===== config.mk =====
export PLATFORM = sky130hd
export DESIGN_NAME = zoc_ctrl
export DESIGN_NICKNAME = d
export VERILOG_FILES = /design/src/rtl/zoc_pkg.sv /design/src/rtl/zoc_ctrl.sv
export SDC_FILE = /design/constraint.sdc
export NUM_CORES = 1
export LEC_CHECK = 0
export ABC_AREA = 1
export BUFFER_PORTS_ARGS = -buffer_cell sky130_fd_sc_hd__buf_4
export CORE_AREA = 2 2 39 41
export CTS_CLUSTER_DIAMETER = 40
export CTS_CLUSTER_SIZE = 16
export DETAILED_ROUTE_END_ITERATION = 10
export DIE_AREA = 0 0 41 43
export PLACE_DENSITY = 0.62
export SYNTH_ARGS = -nofsm -noshare
export SYNTH_HDL_FRONTEND = slang
export SYNTH_SLANG_ARGS = --single-unit

===== constraint.sdc =====
create_clock -name clock -period 1.1 [get_ports clock]
set_input_delay 0.055 -clock clock [delete_from_list [all_inputs] [get_ports clock]]
set_output_delay 0.055 -clock clock [all_outputs]
set_load 0.03 [all_outputs]

===== src/rtl/zoc_pkg.sv =====
package zoc_pkg;

   localparam int MAX_TRANSITIONS = 512;
   localparam int MAX_TYPES       = 16;
   localparam int TR_AW = $clog2(MAX_TRANSITIONS);
   localparam int TR_CW = $clog2(MAX_TRANSITIONS + 1);
   localparam int TY_AW = $clog2(MAX_TYPES);
   localparam int TY_CW = $clog2(MAX_TYPES + 1);

   typedef enum logic [1:0] {
      ACT_LOAD_TRANS = 2'd0,
      ACT_LOAD_TYPE  = 2'd1,
      ACT_TO_WALL    = 2'd2,
      ACT_FROM_WALL  = 2'd3
   } action_type;

   typedef enum logic [2:0] {
      ST_VALID       = 3'd0,
      ST_AMBIGUOUS   = 3'd1,
      ST_NONEXISTENT = 3'd2,
      ST_NO_DATA     = 3'd3,
      ST_BAD_LOAD    = 3'd4
   } status_type;

   typedef enum logic [1:0] {
      CSR_TRANSITION_COUNT = 2'd0,
      CSR_TYPE_COUNT       = 2'd1,
      CSR_ZONE_IS_UTC      = 2'd2
   } csr_index_type;

   typedef struct packed {
      logic [1:0]         action;
      logic [8:0]         slot;
      logic signed [63:0] seconds;
      logic [3:0]         type_slot;
      logic signed [31:0] utc_offset;
      logic               daylight;
   } req_type;

   typedef struct packed {
      logic [2:0]         status;
      logic signed [63:0] result_seconds;
      logic [3:0]         type_used;
      logic               daylight_used;
      logic signed [31:0] offset_used;
   } rsp_type;

   typedef enum logic [4:0] {
      OP_NONE,
      OP_CAPTURE,
      OP_LOAD,
      OP_RES_UTC,
      OP_RES_NODATA,
      OP_SRCH_INIT,
      OP_FW_INIT,
      OP_CAND,
      OP_SRCH_READ,
      OP_SRCH_STEP,
      OP_KIND_READ,
      OP_RESOLVE,
      OP_TW_RES,
      OP_MATCH,
      OP_NEXT_I,
      OP_FW_RES,
      OP_EMIT
   } op_type;

   typedef struct packed {
      op_type op;
   } cmd_type;

   typedef struct packed {
      logic [1:0] action;
      logic       is_utc;
      logic       nt_zero;
      logic       lo_lt_hi;
      logic       lo_nz;
      logic       drop;
      logic       last_i;
      logic       out_free;
   } sts_type;

endpackage


===== src/rtl/zoc_ctrl.sv =====
module zoc_ctrl (
   input  logic             clock,
   input  logic             reset,
   input  logic             req_valid,
   output logic             req_stall,
   input  zoc_pkg::sts_type sts,
   output zoc_pkg::cmd_type cmd
);
   import zoc_pkg::*;

   typedef enum logic [3:0] {
      S_IDLE, S_DISPATCH, S_CAND, S_CAND_CHK, S_SRCH, S_SRCH_CMP,
      S_RESOLVE, S_TW_OUT, S_MATCH, S_NEXT, S_EMIT
   } state_type;

   state_type state_ff, state_in;

   always_ff @(posedge clock) begin
      if (reset) begin
         state_ff <= S_IDLE;
      end else begin
         state_ff <= state_in;
      end
   end

   assign req_stall = (state_ff != S_IDLE);

   always_comb begin
      state_in = state_ff;
      cmd.op   = OP_NONE;
      case (state_ff)
         S_IDLE: begin
            if (req_valid) begin
               cmd.op   = OP_CAPTURE;
               state_in = S_DISPATCH;
            end
         end
         S_DISPATCH: begin
            state_in = S_EMIT;
            if (sts.action == ACT_LOAD_TRANS || sts.action == ACT_LOAD_TYPE) begin
               cmd.op = OP_LOAD;
            end else if (sts.is_utc) begin
               cmd.op = OP_RES_UTC;
            end else if (sts.nt_zero) begin
               cmd.op = OP_RES_NODATA;
            end else if (sts.action == ACT_TO_WALL) begin
               cmd.op   = OP_SRCH_INIT;
               state_in = S_SRCH;
            end else begin
               cmd.op   = OP_FW_INIT;
               state_in = S_CAND;
            end
         end
         S_CAND: begin
            cmd.op   = OP_CAND;
            state_in = S_CAND_CHK;
         end
         S_CAND_CHK: begin
            state_in = sts.drop ? S_NEXT : S_SRCH;
         end
         S_SRCH: begin
            if (sts.lo_lt_hi) begin
               cmd.op   = OP_SRCH_READ;
               state_in = S_SRCH_CMP;
            end else if (sts.lo_nz) begin
               cmd.op   = OP_KIND_READ;
               state_in = S_RESOLVE;
            end else begin
               state_in = S_RESOLVE;
            end
         end
         S_SRCH_CMP: begin
            cmd.op   = OP_SRCH_STEP;
            state_in = S_SRCH;
         end
         S_RESOLVE: begin
            cmd.op   = OP_RESOLVE;
            state_in = (sts.action == ACT_FROM_WALL) ? S_MATCH : S_TW_OUT;
         end
         S_TW_OUT: begin
            cmd.op   = OP_TW_RES;
            state_in = S_EMIT;
         end
         S_MATCH: begin
            cmd.op   = OP_MATCH;
            state_in = S_NEXT;
         end
         S_NEXT: begin
            if (sts.last_i) begin
               cmd.op   = OP_FW_RES;
               state_in = S_EMIT;
            end else begin
               cmd.op   = OP_NEXT_I;
               state_in = S_CAND;
            end
         end
         S_EMIT: begin
            if (sts.out_free) begin
               cmd.op   = OP_EMIT;
               state_in = S_IDLE;
            end
         end
         default: begin
            state_in = S_IDLE;
         end
      endcase
   end

   assert property (@(posedge clock) disable iff (reset)
      cmd.op == OP_EMIT |-> sts.out_free)
      else $error("emit while result register busy");
   assert property (@(posedge clock) disable iff (reset)
      cmd.op == OP_CAPTURE |=> req_stall)
      else $error("input not held off after capture");
   assert property (@(posedge clock) disable iff (reset)
      cmd.op == OP_SRCH_READ |-> sts.lo_lt_hi)
      else $error("search read with empty range");

endmodule


==> impl_metrics.tcl, run 1 <==
set metrics [dict create \
    worstMarginPinSlew_ns 0.264 \
    dp_slack_ns -0.0943 \
    netlist_instances 90 \
    synth_area_per_cell_um2 5.52 \
    power.density_nw_per_um2 2820 \
    diodes 0 \
    yosysMostFrequentCell "nand2_1" \
    dpl_cell_area_um2 726 \
    synth_cell_types 20 \
    finClkSkew_ns 0.0123 \
    reg2reg_to "state_ff[0]$_SDFFE_PP0P_" \
    tns_ns -1.81 \
    synth.area.top_cells "nand2_1 20%, dfxtp_1 16%, nand3_1 12%" \
    clock_latency_ns 0.24 \
    start_kind "register" \
    root_buffer "clkbuf_4" \
    worstHoldStart "req_valid" \
    drv_cap 0 \
    synth-seq-cells 4 \
    drt_first_pass_iters 4 \
    synth.net_count 102 \
    clockBufferDepth 2 \
    clock-sinks 4 \
    portBuffers 17 \
    seq_area_frac_synth_pct 16.1 \
    vias 695 \
    rows 14 \
    max_slew_margin_pct 82.3 \
    dp_hpwl_um 1140 \
    drive_gt1_share_pct 51.6 \
    path_clk_slew_ns 0.04 \
    gp_congestion 0.871 \
    violations "setup timing" \
    routedWlPerCell_um 11.7 \
    h-tree-depth 1 \
    hold_viol 0 \
    syn_to_final_growth_pct 85.1 \
    p_leak_nw 0.491 \
    synth_top_area_share_pct 19.6 \
    dr.first_iter.drc_count 10 \
    first_global_vias 594 \
    crit_fanout 5 \
    synthTopCellsByCount "26 x nand2_1, 12 x inv_1, 12 x nand3_1" \
    io_pins 18 \
    finalMaxSlewViolations 0 \
    crit_required_ns 1.04 \
    cpPeakStageDelay_ns 0.39 \
    crit_buf_inv 2 \
    largest_register_ffs 4 \
    synth_edf_count 0 \
    die_w_um 41 \
    drt_wl_total_um 1660 \
    reg2reg_slack_ns -0.19 \
    die_area_um2 1760 \
    crit_path_end_kind "output port" \
    die_h_um 43 \
    path_cells "inv_4, nor2_4, nand2_2, and3_4, nand4_1, buf_6" \
    antenna_found_initial 0 \
    fin_ws_ns -0.256 \
    fin_area_um2 920 \
    rsz0062_at_grt "yes" \
    period_share_pct 123 \
    period_needed_ns 1.36 \
    syn_area_um2 497 \
    multiInputGateArea_um2 428 \
    ant_nets 0 \
    grt_pass1_wl_um 2350 \
    start_util_pct 35.9 \
    globalRouteTotalUtil_pct 19.4 \
    async_flop_share_pct 0 \
    nets 139 \
    cts_made_buffers 3 \
    ir_worst_vdd_mv 1.99 \
    status "finished, violations left" \
    synth_top_area_cell "nand2_1" \
    ys_warn_count 0 \
    grt_overflow 0 \
    crit_type "reg -> out" \
    rr_startpoint "state_ff[2]$_SDFFE_PP0P_" \
    fmax_ghz 0.737 \
    finalSetupViolations 10 \
    hold_end "state_ff[0]$_SDFFE_PP0P_" \
    rr_worst_depth 8 \
    regArea_um2 95.1 \
    grt_start_max_net_pins 7 \
    viasPerCell 4.89 \
    route.detailed.drc 0 \
    crit_family "simple AND/OR/NAND/NOR gates" \
    top_register "state_ff" \
    cts_tree "built" \
    crit_slowest_cell "dfxtp_4" \
    core_area_um2 1380 \
    hold_depth 3 \
    n_fill_cell 130 \
    arrival_ns 1.30 \
    hold_path.class "in -> reg" \
    reg_top3 "state_ff x4" \
    ys.flop_type "dfxtp_1" \
]
[stage by stage]
stage               power, mW  hold WS (ns)  util [%]  cells
finish                   2.60         0.145      66.5    142
global route             2.75         0.169      66.5    142
CTS                      2.43         0.157      62.0    139
detailed placement       1.89         0.236      52.4    130
global placement         1.89         0.237      52.4    130
floorplan                1.32         0.118         -     90
[layout by cell type, fill, tap and decap left out]
cell and instances:
nand3b_1 2, nor3_2 1, nand2_2 6, a21boi_1 1, nand3_4 1, buf_6 8, and3_4 1, nand2_1 20
and2_4 1, a21oi_2 1, nor2_2 2, clkbuf_4 3, inv_1 12, nand3_1 9, inv_4 2, o21ai_2 1
o21ai_0 3, and2_1 1, nor2_4 5, a21oi_1 1, nand4_1 3, a22oi_2 1, dlygate4sd3_1 1, dfxtp_4 4
nand3_2 3, clkbuf_1 1, nor2_1 7, buf_12 1, inv_2 2, buf_4 22
[cell type report]
class                      count  area share, %
sequential                     4           10.3
multi-input combinational     70           46.5
clock buffer                   4           2.86
inverter                      16           7.07
timing repair buffer          32           31.0
tap                           16           2.18
[layer usage]
layer / GRT usage [%] / share of wire, % / up-vias
met4: 8.67 / 1.3 / 0
met2: 30.9 / 54 / 19
met3: 4.19 / 3.7 / 4
li1: - / - / 365
met5: 0 / 0 / -
met1: 23.6 / 40 / 307
[logic make-up after synthesis]
kind of cell	synth area share [%]
AND/OR/NAND/NOR	62.0
buffers and inverters	12.1
AO/OA/AOI/OAI	9.82
flip-flops	16.1
[where the power goes]
part | internal, mW | switching [mW] | total [mW]
combinational | 0.926 | 1.10 | 2.02
clock | 0.136 | 0.0663 | 0.203
sequential | 0.241 | 0.129 | 0.370
[timing repair]
| item | CTS | global route |
|---|---|---|
| pin swaps | 5 | 5 |
| gates resized for setup | 18 | 11 |
| setup endpoints to repair | 10 | 10 |
| hold buffers | 1 | 0 |
| hold endpoints to repair | 2 | 0 |
| buffers inserted | 4 | 3 |
[worst reg2reg max path, stage by stage, from the launching register on]
cell	delay, ns
dfxtp_4	0.39
inv_4	0.04
nor2_4	0.15
buf_4	0.14
buf_12	0.11
nand3_4	0.09
nand2_1	0.08
nor2_1	0.06
nor3_2	0.14
[worst max path at each step]
stage / startpoint / to / slack [ns] / depth (start not counted)
after floorplan: state_ff[2]$_SDFFE_PP0P_ / cmd[0] / -0.03 / 5
after global placement: state_ff[3]$_SDFFE_PP0P_ / state_ff[0]$_SDFFE_PP0P_ / -0.06 / 6
after detailed placement: state_ff[0]$_SDFFE_PP0P_ / cmd[0] / -0.09 / 6
after CTS: state_ff[1]$_SDFFE_PP0P_ / cmd[0] / -0.25 / 6
after global routing: state_ff[2]$_SDFFE_PP0P_ / cmd[0] / -0.32 / 6
final: state_ff[2]$_SDFFE_PP0P_ / cmd[0] / -0.26 / 6
(Power assumes the default switching activity.)
==> run 2: changes to the inputs <==
==> constraint.sdc (replaced) <==
create_clock -name clock -period 1.1 [get_ports clock]
set_input_delay 0.22 -clock clock [delete_from_list [all_inputs] [get_ports clock]]
set_output_delay 0.22 -clock clock [all_outputs]
set_load 0.03 [all_outputs]
==> impl_metrics.tcl, run 2 (synthesized netlist as in run 1, its figures left out) <==
set metrics [dict create \
    cts_made_buffers 3 \
    n_fill_cell 128 \
    root_buffer "clkbuf_4" \
    tns_ns -2.62 \
    routedWlPerCell_um 10.6 \
    viasPerCell 4.80 \
    final_core_util_pct 66.0 \
    h-tree-depth 1 \
    crit_required_ns 0.88 \
    rr_worst_depth 10 \
    globalRouteTotalUtil_pct 19.0 \
    rows 14 \
    start_util_pct 35.9 \
    die_w_um 41 \
    crit_slowest_cell "dfxtp_4" \
    period_needed_ns 1.49 \
    finClkSkew_ns 0.00385 \
    gp_congestion 0.882 \
    period_share_pct 136 \
    portBuffers 17 \
    fmax_ghz 0.669 \
    rr_startpoint "state_ff[2]$_SDFFE_PP0P_" \
    dp_slack_ns -0.159 \
    crit_path_end_kind "output port" \
    grt_start_max_net_pins 6 \
    hold_path.class "in -> reg" \
    start_kind "register" \
    clock-sinks 4 \
    top_register "state_ff" \
    status "finished, violations left" \
    clockBufferDepth 2 \
    grt_overflow 0 \
    final_common_cell "buf_4" \
    hold_end "state_ff[2]$_SDFFE_PP0P_" \
    cpPeakStageDelay_ns 0.38 \
    layout_common_cells "27 x buf_4, 22 x nand2_1, 12 x inv_1, 10 x nand3_1, 7 x buf_6" \
    antenna_found_initial 0 \
    syn_to_final_growth_pct 83.9 \
    cts_tree "built" \
    crit_fanout 5 \
    max_slew_margin_pct 84.2 \
    first_global_vias 595 \
    grt_pass1_wl_um 2330 \
    ir_worst_vdd_mv 1.90 \
    nets 141 \
    path_cells "inv_4, nor2_4, nand2_1, and3_1, nand4_1, buf_6" \
    core_area_um2 1380 \
    power.density_nw_per_um2 2800 \
    drv_cap 0 \
    drt_wl_total_um 1520 \
    reg2reg_to "state_ff[1]$_SDFFE_PP0P_" \
    ctsHoldBuffers 0 \
    worstMarginPinSlew_ns 0.236 \
    reg2reg_slack_ns -0.16 \
    crit_type "reg -> out" \
    io_pins 18 \
    ant_nets 0 \
    clock_latency_ns 0.23 \
    finalSetupViolations 10 \
    hold_depth 2 \
    die_h_um 43 \
    worstHoldStart "reset" \
    fin_ws_ns -0.394 \
    p_leak_nw 0.507 \
    route.detailed.drc 0 \
    dr.first_iter.drc_count 25 \
    drive_gt1_share_pct 50.8 \
    violations "setup timing" \
    dp_hpwl_um 1150 \
    rsz0062_at_grt "yes" \
    path_clk_slew_ns 0.04 \
    arrival_ns 1.27 \
    reg_top3 "state_ff x4" \
    vias 691 \
    hold_viol 0 \
    diodes 0 \
    die_area_um2 1760 \
    largest_register_ffs 4 \
    drt_first_pass_iters 4 \
    finalMaxSlewViolations 0 \
]
## run 2: how the worst max path moves through the flow
stage,from,to,slack (ns),cells past startpoint
finish,state_ff[1]$_SDFFE_PP0P_,cmd[0],-0.39,6
global route,state_ff[3]$_SDFFE_PP0P_,cmd[0],-0.47,5
detailed placement,state_ff[1]$_SDFFE_PP0P_,cmd[0],-0.16,6
CTS,state_ff[0]$_SDFFE_PP0P_,cmd[0],-0.38,6
floorplan,state_ff[2]$_SDFFE_PP0P_,cmd[0],-0.19,5
global placement,state_ff[2]$_SDFFE_PP0P_,cmd[0],-0.16,6
## run 2: power breakdown
part | leakage [nW] | switching [mW] | internal (mW) | total (mW)
clock | 0.0150 | 0.0614 | 0.136 | 0.198
combinational | 0.456 | 1.09 | 0.902 | 1.99
sequential | 0.0356 | 0.127 | 0.241 | 0.367
## run 2: what timing repair did
action                                  in CTS  in global routing
resized for setup                           10                 16
buffers inserted                             0                  2
endpoints found under the setup margin      10                 10
pin swaps                                    5                  3
## run 2: layer usage
metal / wire length (µm) / vias to the layer above / track usage (%) / share of wire (%)
li1: - / 362 / - / -
met1: 671 / 305 / 24.4 / 44
met2: 759 / 20 / 29.7 / 50
met3: 61 / 4 / 2.09 / 4.0
met4: 30 / 0 / 9.33 / 2.0
met5: 0 / - / 0 / 0
## run 2: final cells by class
type                    count  area, µm²  share of cell area, %
multi-input cells          70        425                   46.6
flip-flops and latches      4       95.1                   10.4
repair buffers             34        282                   30.8
clock buffers               4       26.3                   2.88
well taps                  16       20.0                   2.19
inverters                  16       65.1                   7.12
## run 2: per-stage QoR
| step | cells | cell area, µm² | power (mW) | hold WS [ns] |
|---|---|---|---|---|
| floorplan | 90 | 517 | 1.34 | 0.282 |
| global placement | 138 | 777 | 2.01 | 0.397 |
| detailed placement | 138 | 777 | 2.01 | 0.404 |
| CTS | 142 | 830 | 2.33 | 0.162 |
| global route | 144 | 913 | 2.73 | 0.169 |
| finish | 144 | 913 | 2.56 | 0.164 |
## run 2: worst max-delay path, delay by kind of cell, from the launching register on
| family | cells | cell delay [ns] |
|---|---|---|
| DFF | 1 | 0.38 |
| and+or+nand+nor | 4 | 0.47 |
| buffers and inverters | 2 | 0.19 |
